==> config.mk <==
export PLATFORM = sky130hd
export DESIGN_NAME = sexpr_completeness_scanner
export DESIGN_NICKNAME = d
export VERILOG_FILES = /design/src/sv/sexpr_pkg.sv /design/src/sv/sexpr_step.sv /design/src/sv/sexpr_completeness_scanner.sv
export SDC_FILE = /design/constraint.sdc
export NUM_CORES = 1
export LEC_CHECK = 0
export ABC_AREA = 0
export BUFFER_PORTS_ARGS = -buffer_cell sky130_fd_sc_hd__buf_2
export CELL_PAD_IN_SITES_DETAIL_PLACEMENT = 0
export CELL_PAD_IN_SITES_GLOBAL_PLACEMENT = 2
export CORE_ASPECT_RATIO = 2
export CORE_MARGIN = 10
export CORE_UTILIZATION = 41
export DETAILED_ROUTE_END_ITERATION = 8
export GPL_TIMING_DRIVEN = 0
export PLACE_DENSITY = 0.85
export SETUP_SLACK_MARGIN = 0.15
export SYNTH_ARGS = -nofsm -noshare
export SYNTH_HDL_FRONTEND = slang
export SYNTH_SLANG_ARGS = --single-unit
==> constraint.sdc <==
create_clock -name clk -period 11.8 [get_ports clk]
set_input_delay 1.77 -clock clk [delete_from_list [all_inputs] [get_ports clk]]
set_output_delay 1.77 -clock clk [all_outputs]
set_load 0.02 [all_outputs]
==> src/sv/sexpr_pkg.sv <==
// Shared types and character codes for the s-expression completeness scanner.
// No dependencies.
package sexpr_pkg;

    typedef enum logic [4:0] {
        M_NORMAL,
        M_TOKEN,
        M_STR,
        M_STR_ESC,
        M_COMMENT,
        M_HASH,
        M_CHAR_FIRST,
        M_CHAR_NAME,
        M_FS_WS,
        M_FS_COMMENT,
        M_FS_TOKEN,
        M_FS_STR,
        M_FS_STR_ESC,
        M_FS_LIST,
        M_FS_LSTR,
        M_FS_LSTR_ESC,
        M_FS_LCOMMENT
    } scan_mode_t;

    localparam logic [7:0] CH_SEMI   = 8'h3B;
    localparam logic [7:0] CH_LPAREN = 8'h28;
    localparam logic [7:0] CH_RPAREN = 8'h29;
    localparam logic [7:0] CH_DQUOTE = 8'h22;
    localparam logic [7:0] CH_HASH   = 8'h23;
    localparam logic [7:0] CH_BSLASH = 8'h5C;
    localparam logic [7:0] CH_QUOTE  = 8'h27;
    localparam logic [7:0] CH_PLUS   = 8'h2B;
    localparam logic [7:0] CH_MINUS  = 8'h2D;
    localparam logic [7:0] CH_SPACE  = 8'h20;
    localparam logic [7:0] CH_TAB    = 8'h09;
    localparam logic [7:0] CH_LF     = 8'h0A;
    localparam logic [7:0] CH_CR     = 8'h0D;

endpackage

==> src/sv/sexpr_step.sv <==
// Next-state and verdict logic for one character of the scanner.
// Depends on sexpr_pkg.
module sexpr_step #(
    parameter int COUNT_WIDTH = 16
) (
    input  logic [7:0]                     ch,
    input  logic                           last,
    input  sexpr_pkg::scan_mode_t          mode,
    input  logic signed [COUNT_WIDTH-1:0]  depth,
    input  logic [COUNT_WIDTH-1:0]         owed,
    input  logic [COUNT_WIDTH-1:0]         fl_depth,
    input  logic                           gave_up,
    output sexpr_pkg::scan_mode_t          mode_next,
    output logic signed [COUNT_WIDTH-1:0]  depth_next,
    output logic [COUNT_WIDTH-1:0]         owed_next,
    output logic [COUNT_WIDTH-1:0]         fl_depth_next,
    output logic                           gave_up_next,
    output logic signed [15:0]             verdict_depth,
    output logic                           needs_more
);

    localparam int EW = (COUNT_WIDTH > 16) ? COUNT_WIDTH : 16;
    localparam logic signed [COUNT_WIDTH-1:0] DMAX = {1'b0, {(COUNT_WIDTH-1){1'b1}}};
    localparam logic signed [COUNT_WIDTH-1:0] DMIN = {1'b1, {(COUNT_WIDTH-1){1'b0}}};
    localparam logic signed [EW-1:0] VMAX = EW'(32767);
    localparam logic signed [EW-1:0] VMIN = -EW'(32768);

    function automatic logic is_ws(input logic [7:0] c);
        return (c == sexpr_pkg::CH_SPACE) || (c == sexpr_pkg::CH_TAB) ||
               (c == sexpr_pkg::CH_LF) || (c == sexpr_pkg::CH_CR);
    endfunction

    function automatic logic ends_token(input logic [7:0] c);
        return is_ws(c) || (c == sexpr_pkg::CH_LPAREN) || (c == sexpr_pkg::CH_RPAREN) ||
               (c == sexpr_pkg::CH_DQUOTE) || (c == sexpr_pkg::CH_SEMI);
    endfunction

    function automatic logic is_letter(input logic [7:0] c);
        return ((c >= 8'h41) && (c <= 8'h5A)) || ((c >= 8'h61) && (c <= 8'h7A));
    endfunction

    // a completed form at top level settles one owed form
    function automatic logic [COUNT_WIDTH-1:0] pay_one(
        input logic [COUNT_WIDTH-1:0]        o,
        input logic signed [COUNT_WIDTH-1:0] d
    );
        return ((o != '0) && (d == '0)) ? o - 1'b1 : o;
    endfunction

    function automatic logic [COUNT_WIDTH-1:0] owe_one(input logic [COUNT_WIDTH-1:0] o);
        return (&o) ? o : o + 1'b1;
    endfunction

    sexpr_pkg::scan_mode_t          m;
    logic signed [COUNT_WIDTH-1:0]  d;
    logic [COUNT_WIDTH-1:0]         o;
    logic [COUNT_WIDTH-1:0]         f;
    logic                           g;
    logic                           to_normal;
    logic                           incomplete;
    logic signed [EW-1:0]           d_ext;
    logic signed [15:0]             v;
    logic [COUNT_WIDTH-1:0]         o_carry;

    always_comb
    begin
        m         = mode;
        d         = depth;
        o         = owed;
        f         = fl_depth;
        g         = gave_up;
        to_normal = 1'b0;

        if (!g)
        begin
            case (m)
                sexpr_pkg::M_NORMAL:
                    to_normal = 1'b1;
                sexpr_pkg::M_TOKEN:
                    to_normal = ends_token(ch);
                sexpr_pkg::M_STR:
                begin
                    if (ch == sexpr_pkg::CH_BSLASH)
                        m = sexpr_pkg::M_STR_ESC;
                    else if (ch == sexpr_pkg::CH_DQUOTE)
                        m = sexpr_pkg::M_NORMAL;
                end
                sexpr_pkg::M_STR_ESC:
                    m = sexpr_pkg::M_STR;
                sexpr_pkg::M_COMMENT:
                begin
                    if (ch == sexpr_pkg::CH_LF)
                        m = sexpr_pkg::M_NORMAL;
                end
                sexpr_pkg::M_HASH:
                begin
                    if (ch == sexpr_pkg::CH_BSLASH)
                    begin
                        o = pay_one(o, d);
                        m = sexpr_pkg::M_CHAR_FIRST;
                    end
                    else if ((ch == sexpr_pkg::CH_PLUS) || (ch == sexpr_pkg::CH_MINUS))
                        m = sexpr_pkg::M_FS_WS;
                    else
                    begin
                        o = pay_one(o, d);
                        if (ends_token(ch))
                            to_normal = 1'b1;
                        else
                            m = sexpr_pkg::M_TOKEN;
                    end
                end
                sexpr_pkg::M_CHAR_FIRST:
                    m = is_letter(ch) ? sexpr_pkg::M_CHAR_NAME : sexpr_pkg::M_NORMAL;
                sexpr_pkg::M_CHAR_NAME:
                    to_normal = !is_letter(ch);
                sexpr_pkg::M_FS_WS:
                begin
                    if (is_ws(ch))
                        m = sexpr_pkg::M_FS_WS;
                    else if (ch == sexpr_pkg::CH_SEMI)
                        m = sexpr_pkg::M_FS_COMMENT;
                    else if (ch == sexpr_pkg::CH_LPAREN)
                    begin
                        f = COUNT_WIDTH'(1);
                        m = sexpr_pkg::M_FS_LIST;
                    end
                    else if (ch == sexpr_pkg::CH_DQUOTE)
                        m = sexpr_pkg::M_FS_STR;
                    else if ((ch == sexpr_pkg::CH_HASH) || (ch == sexpr_pkg::CH_QUOTE))
                        g = 1'b1;
                    else if (ch == sexpr_pkg::CH_RPAREN)
                    begin
                        // empty feature token, then the ')' closes as usual
                        o         = owe_one(o);
                        to_normal = 1'b1;
                    end
                    else
                        m = sexpr_pkg::M_FS_TOKEN;
                end
                sexpr_pkg::M_FS_COMMENT:
                begin
                    if (ch == sexpr_pkg::CH_LF)
                        m = sexpr_pkg::M_FS_WS;
                end
                sexpr_pkg::M_FS_TOKEN:
                begin
                    if (ends_token(ch))
                    begin
                        o         = owe_one(o);
                        to_normal = 1'b1;
                    end
                end
                sexpr_pkg::M_FS_STR:
                begin
                    if (ch == sexpr_pkg::CH_BSLASH)
                        m = sexpr_pkg::M_FS_STR_ESC;
                    else if (ch == sexpr_pkg::CH_DQUOTE)
                    begin
                        o = owe_one(o);
                        m = sexpr_pkg::M_NORMAL;
                    end
                end
                sexpr_pkg::M_FS_STR_ESC:
                    m = sexpr_pkg::M_FS_STR;
                sexpr_pkg::M_FS_LIST:
                begin
                    if (ch == sexpr_pkg::CH_LPAREN)
                        f = owe_one(f);
                    else if (ch == sexpr_pkg::CH_RPAREN)
                    begin
                        if (f != '0)
                            f = f - 1'b1;
                        if (f == '0)
                        begin
                            o = owe_one(o);
                            m = sexpr_pkg::M_NORMAL;
                        end
                    end
                    else if (ch == sexpr_pkg::CH_DQUOTE)
                        m = sexpr_pkg::M_FS_LSTR;
                    else if (ch == sexpr_pkg::CH_SEMI)
                        m = sexpr_pkg::M_FS_LCOMMENT;
                end
                sexpr_pkg::M_FS_LSTR:
                begin
                    if (ch == sexpr_pkg::CH_BSLASH)
                        m = sexpr_pkg::M_FS_LSTR_ESC;
                    else if (ch == sexpr_pkg::CH_DQUOTE)
                        m = sexpr_pkg::M_FS_LIST;
                end
                sexpr_pkg::M_FS_LSTR_ESC:
                    m = sexpr_pkg::M_FS_LSTR;
                sexpr_pkg::M_FS_LCOMMENT:
                begin
                    if (ch == sexpr_pkg::CH_LF)
                        m = sexpr_pkg::M_FS_LIST;
                end
                default:
                    to_normal = 1'b1;
            endcase

            // character handled as in normal mode (possibly after ending a token)
            if (to_normal)
            begin
                m = sexpr_pkg::M_NORMAL;
                if (ch == sexpr_pkg::CH_DQUOTE)
                begin
                    o = pay_one(o, d);
                    m = sexpr_pkg::M_STR;
                end
                else if (ch == sexpr_pkg::CH_SEMI)
                    m = sexpr_pkg::M_COMMENT;
                else if (ch == sexpr_pkg::CH_HASH)
                    m = sexpr_pkg::M_HASH;
                else if (ch == sexpr_pkg::CH_LPAREN)
                begin
                    if (d != DMAX)
                        d = d + 1'b1;
                end
                else if (ch == sexpr_pkg::CH_RPAREN)
                begin
                    if (d != DMIN)
                        d = d - 1'b1;
                    o = pay_one(o, d);
                end
                else if (!is_ws(ch))
                begin
                    o = pay_one(o, d);
                    m = sexpr_pkg::M_TOKEN;
                end
            end
        end

        // owed count carried forward excludes the end-of-text adjustment below
        o_carry = o;

        // verdict on the state left by this character
        incomplete = 1'b0;
        case (m)
            sexpr_pkg::M_HASH:
                o = pay_one(o, d);
            sexpr_pkg::M_FS_TOKEN:
                o = owe_one(o);
            sexpr_pkg::M_FS_WS, sexpr_pkg::M_FS_COMMENT, sexpr_pkg::M_FS_STR,
            sexpr_pkg::M_FS_STR_ESC, sexpr_pkg::M_FS_LIST, sexpr_pkg::M_FS_LSTR,
            sexpr_pkg::M_FS_LSTR_ESC, sexpr_pkg::M_FS_LCOMMENT:
                incomplete = 1'b1;
            default:
                incomplete = 1'b0;
        endcase

        d_ext = EW'(d);
        if (d_ext > VMAX)
            v = 16'sd32767;
        else if (d_ext < VMIN)
            v = -16'sd32768;
        else
            v = d_ext[15:0];

        if (g || incomplete || (o != '0))
            verdict_depth = 16'sd1;
        else
            verdict_depth = v;
        needs_more = (verdict_depth > 16'sd0);

        if (last)
        begin
            mode_next     = sexpr_pkg::M_NORMAL;
            depth_next    = '0;
            owed_next     = '0;
            fl_depth_next = '0;
            gave_up_next  = 1'b0;
        end
        else
        begin
            mode_next     = m;
            depth_next    = d;
            owed_next     = o_carry;
            fl_depth_next = f;
            gave_up_next  = g;
        end
    end

endmodule

==> src/sv/sexpr_completeness_scanner.sv <==
// Top level of the s-expression completeness scanner: input register,
// scan state, result register. Depends on sexpr_pkg and sexpr_step.
//
//  channel | signals                              | direction
//  --------+--------------------------------------+----------
//  in      | in_valid, in_stall, ch, last         | into block
//  out     | out_valid, out_stall,                | out of block
//          | verdict_depth, needs_more            |
//
// One character per cycle while in_stall is low. An item sits in the input register and
// its step logic updates the scan state as it leaves; a final character loads
// its result into the output register as it leaves. in_stall rises only when
// the input register holds a final character and the result register is full
// and stalled. Asynchronous active-low reset returns the scan to normal mode
// with all counters zero.
module sexpr_completeness_scanner #(
    parameter int COUNT_WIDTH = 16
) (
    input  logic               clk,
    input  logic               rst_n,
    input  logic               in_valid,
    output logic               in_stall,
    input  logic [7:0]         ch,
    input  logic               last,
    output logic               out_valid,
    input  logic               out_stall,
    output logic signed [15:0] verdict_depth,
    output logic               needs_more
);

    logic                           in_vld_reg;
    logic [7:0]                     ch_reg;
    logic                           last_reg;

    sexpr_pkg::scan_mode_t          mode_reg, mode_next;
    logic signed [COUNT_WIDTH-1:0]  depth_reg, depth_next;
    logic [COUNT_WIDTH-1:0]         owed_reg, owed_next;
    logic [COUNT_WIDTH-1:0]         fl_reg, fl_next;
    logic                           gave_up_reg, gave_up_next;

    logic                           out_vld_reg;
    logic signed [15:0]             verdict_reg;
    logic                           needs_more_reg;

    logic signed [15:0]             step_verdict;
    logic                           step_needs_more;
    logic                           consume;
    logic                           in_accept;

    // a non-final item leaves at once; a final one needs room for its result
    assign consume   = in_vld_reg && (!last_reg || !out_vld_reg || !out_stall);
    assign in_stall  = in_vld_reg && !consume;
    assign in_accept = in_valid && !in_stall;

    sexpr_step #(
        .COUNT_WIDTH (COUNT_WIDTH)
    ) u_step (
        .ch            (ch_reg),
        .last          (last_reg),
        .mode          (mode_reg),
        .depth         (depth_reg),
        .owed          (owed_reg),
        .fl_depth      (fl_reg),
        .gave_up       (gave_up_reg),
        .mode_next     (mode_next),
        .depth_next    (depth_next),
        .owed_next     (owed_next),
        .fl_depth_next (fl_next),
        .gave_up_next  (gave_up_next),
        .verdict_depth (step_verdict),
        .needs_more    (step_needs_more)
    );

    always_ff @(posedge clk or negedge rst_n)
    begin
        if (!rst_n)
            in_vld_reg <= 1'b0;
        else if (in_accept)
            in_vld_reg <= 1'b1;
        else if (consume)
            in_vld_reg <= 1'b0;
    end

    always_ff @(posedge clk)
    begin
        if (in_accept)
        begin
            ch_reg   <= ch;
            last_reg <= last;
        end
    end

    always_ff @(posedge clk or negedge rst_n)
    begin
        if (!rst_n)
        begin
            mode_reg    <= sexpr_pkg::M_NORMAL;
            depth_reg   <= '0;
            owed_reg    <= '0;
            fl_reg      <= '0;
            gave_up_reg <= 1'b0;
        end
        else if (consume)
        begin
            mode_reg    <= mode_next;
            depth_reg   <= depth_next;
            owed_reg    <= owed_next;
            fl_reg      <= fl_next;
            gave_up_reg <= gave_up_next;
        end
    end

    always_ff @(posedge clk or negedge rst_n)
    begin
        if (!rst_n)
            out_vld_reg <= 1'b0;
        else if (consume && last_reg)
            out_vld_reg <= 1'b1;
        else if (!out_stall)
            out_vld_reg <= 1'b0;
    end

    always_ff @(posedge clk)
    begin
        if (consume && last_reg)
        begin
            verdict_reg    <= step_verdict;
            needs_more_reg <= step_needs_more;
        end
    end

    assign out_valid     = out_vld_reg;
    assign verdict_depth = verdict_reg;
    assign needs_more    = needs_more_reg;

    // the input register only holds back when a final item finds no room
    a_stall_cause: assert property (@(posedge clk) disable iff (!rst_n)
        in_stall |-> (in_vld_reg && last_reg && out_vld_reg && out_stall))
        else $error("input stalled without a blocked final item");

    // giving up happens only while waiting for a feature expression
    a_gave_up_mode: assert property (@(posedge clk) disable iff (!rst_n)
        gave_up_reg |-> (mode_reg == sexpr_pkg::M_FS_WS))
        else $error("gave_up set outside feature whitespace mode");

    // feature list depth is live only inside a feature list
    a_fl_mode: assert property (@(posedge clk) disable iff (!rst_n)
        (fl_reg != '0) |-> ((mode_reg == sexpr_pkg::M_FS_LIST) ||
                            (mode_reg == sexpr_pkg::M_FS_LSTR) ||
                            (mode_reg == sexpr_pkg::M_FS_LSTR_ESC) ||
                            (mode_reg == sexpr_pkg::M_FS_LCOMMENT)))
        else $error("feature list depth nonzero outside a feature list");

    // a final item leaves the scan state at its reset values
    a_final_resets: assert property (@(posedge clk) disable iff (!rst_n)
        (consume && last_reg) |=> ((mode_reg == sexpr_pkg::M_NORMAL) &&
                                   (depth_reg == '0) && (owed_reg == '0) &&
                                   !gave_up_reg))
        else $error("scan state not cleared after a final item");

endmodule

==> results by group <==
Run status
  • Status: finished clean

Job
  • Max-cap violations: 0

Yosys
  • Syn Inst Count: between 1.5k and 2k
  • Yosys warns: 0
  • Combinational family with the most area after synthesis: simple AND/OR/NAND/NOR gates
  • Yosys cell types: approximately 110
  • Post-Synthesis Cell Area: around 11000 um^2
  • Syn Nets: around 1.6k
  • Post-synthesis mux area share: under 10%
  • Sequential element share of the synthesized area: between 15 and 20%
  • Async SR Flop Fraction: 68.3%
  • EDFF count, synth: 26
  • Xor/xnor share of the synthesized area: around 1.7%
  • Synth Register Bits: 82
  • Post-Synth Adder-Cell Area: 1.47%
  • Post-synthesis compound-gate area fraction: a little under a third
  • Main synth FF type: dfrtp_1
  • Simple-Gate Fraction of Synth Area: between 30% and 40%
  • Average cell area after synthesis: about 7 um^2

Floorplan
  • CORE AREA: around 27000 um^2
  • # IOs: 32
  • Die height: roughly 250 um
  • Row cnt: 85
  • Die Area: approximately 34000 um^2
  • Die width: between 100 and 150 um
  • Initial Util: 41.3%

GRT
  • Vias in the first global route: 13.9k
  • Largest net degree at the start of global routing: 57
  • Total grt overflow: 0
  • Global-route wire length before repair: roughly 92000 um
  • Antenna violations before repair: 3
  • GRT Util Overall: 36.6%

Drt
  • Initial DRC Count: about 1.4k
  • Post-route ant nets: 0
  • Avg WL per Cell: between 30 and 40 um
  • Vias after detailed routing: 13.9k
  • DRC viols: 0
  • Routed wire length: 63600 um
  • Vias per cell: roughly 7.2
  • Pre-antenna DRT Iters: 6

Power
  • P_sw: ~2 mW
  • Clk pwr share: under 10%
  • Maximum vdd ir drop: 0.000267 V
  • Gate power share: about four fifths
  • Power per standard cell area: 273 nW/um^2
  • Sw frac: between 60% and 70%
  • Overall power: roughly 3.3 mW
  • Int Power: 1.29 mW
  • Leakage power: 4.33 nW
  • Sequential power share: 11.0%

Critical path
  • Max FO, Critical Path: 10
  • Reg2Reg Depth: 27
  • Worst EP arrival: ~9.5 ns
  • Critical Path RT: around 12 ns
  • Kind of critical path: flop to flop
  • CP startpoint kind: flop
  • Critical Path Sink Type: flop

STA
  • Fin. Hold Viols: 0
  • Final setup violation count: 0
  • Setup ws final: roughly 2.4 ns
  • Max Slew Vio Count: 0
  • Final Hold Slack: ~0.54 ns
  • Slew Limit Headroom: roughly 7.7%
  • Setup_tns: 0 ns
  • Worst Skew: between 0.01 and 0.015 ns
  • RSZ-0062 raised after global routing: no
  • Crit share post-route: between 70% and 80%
  • Worst slew pin tran: 1.37 ns
  • FMAX: ~0.11 GHz
  • Fin crit period: about 9.4 ns

Cells and area
  • Nets: 1603
  • Share of cells above drive strength 1: between 10% and 20%
  • Commonest non-fill, non-tap cell in the layout: nor2_1
  • Synthesis-to-finish area growth: 8.59%
  • Fillers: just under 3k
  • Fin cells: 1931
  • Commonest non-fill, non-tap cells in the layout: nor2_1, nand2_1, clkbuf_1
  • Final Cell Area: 12000 um^2
  • Final core utilization: 44.8%

Clocking
  • CTS max path bufs: 2
  • Clock Pin Slew Worst Setup and Hold Paths: 0.07 ns
  • H-tree depth: 3
  • CTS tree: done
  • Root buffer cell: clkbuf_16
  • Cts bufs inserted: 9
  • Hold buffer count at cts: 0
  • Post-CTS resize count: 0
  • CTS Sinks: 82
  • Clk Latency, worst-skew pair: around 0.4 ns
  • Post-CTS setup buffers: 0

Worst hold path
  • Hold crit path type: flop to flop
  • WHS Path Cells: 1

Placed design
  • Place WS: between 2 and 3 ns
  • GPL Wtd Cong: 1.11
  • Placed Cells: approximately 1.9k
  • I/O Buffers: 31
  • DP HPWL: 48600 um
  • Area post-placement: roughly 12000 um^2
[power groups by stage]
stage          combinational [mW]  sequential (mW)  clock, mW
3_3_place_gp                 2.45            0.363          0
4_1_cts                      2.45            0.358      0.329
6_report                     2.59            0.361      0.325
3_5_place_dp                 2.44            0.364          0
2_1_floorplan                1.68            0.357          0
5_1_grt                      2.73            0.364      0.336
[cells by family (layout without fill, tap and decap cells)]
| family | count (synthesis) | count (layout) |
|---|---|---|
| other cells | 0 | 1 |
| compound gates | 460 | 460 |
| simple gates | 778 | 778 |
| mux | 17 | 17 |
| buf+inv | 161 | 210 |
| flops | 82 | 82 |
| fa+ha+maj | 13 | 13 |
| xor+xnor | 22 | 22 |
[synth_stat cells (26+ instances only)]
library cell | n | area (um^2)
nor3_1 | 63 | 315
nor4_1 | 55 | 344
nand4_1 | 40 | 250
nor2_1 | 151 | 567
o211ai_1 | 26 | 195
dfrtp_1 | 56 | 1400
nand2_1 | 148 | 556
edfxtp_1 | 26 | 781
clkbuf_1 | 96 | 360
and3_1 | 30 | 188
inv_1 | 34 | 128
a21oi_1 | 69 | 345
nand3_1 | 92 | 460
o21ai_0 | 91 | 455
a31oi_1 | 29 | 181
[critical path: stages (launching register included)]
cell       delay [ns]
dfrtp_1          0.38
clkbuf_1         0.22
inv_1            0.19
ha_1             0.19
nor4b_4          0.53
and4b_1          0.28
clkbuf_1         0.34
a2111oi_0        0.19
o211ai_1         0.47
or3_1            0.18
buf_2            0.23
nor4_1           0.09
nor3_2           0.69
ha_1             0.32
nand2_1          0.12
or3_1            0.35
a2111oi_0        1.04
nand4_1          0.37
xnor2_1          0.22
o211ai_1         0.65
nand2_1          0.14
nor3_2           0.40
a31oi_1          0.24
nand4_1          0.14
o21ai_0          0.09
a21oi_1          0.46
clkbuf_1         0.46
nor4_1           0.13
[routing by layer]
metal	track usage [%]	vias up	share of wire, %
li1	-	6038	-
met1	32.0	6624	30
met2	63.8	831	50
met3	9.55	401	7.5
met4	37.9	2	12
met5	0	-	0.020
[path summary, 6_finish.rpt]
path / from / slack (ns) / end
max reg2reg: fl_reg[0] / 2.38 / verdict_depth[8]
min reg2reg: out_valid / 0.54 / out_valid
max in group asynchronous: rst_n / 9.69 / owed_reg[15]
min: out_valid / 0.54 / out_valid
min in group asynchronous: rst_n / 1.47 / fl_reg[1]
max: fl_reg[0] / 2.38 / verdict_depth[8]
[final cells by class]
| class | count | area, um^2 | area share (%) |
|---|---|---|---|
| clock buffer | 13 | 272 | 2.26 |
| inverter | 37 | 139 | 1.16 |
| multi-input combinational | 1290 | 8240 | 68.6 |
| clock inverter | 3 | 46.3 | 0.386 |
| buffer | 124 | 510 | 4.25 |
| antenna | 1 | 2.50 | 0.0208 |
| timing repair buffer | 33 | 180 | 1.50 |
| tap | 348 | 435 | 3.63 |
| sequential | 82 | 2180 | 18.2 |
Power figures use the tool's default switching activity.
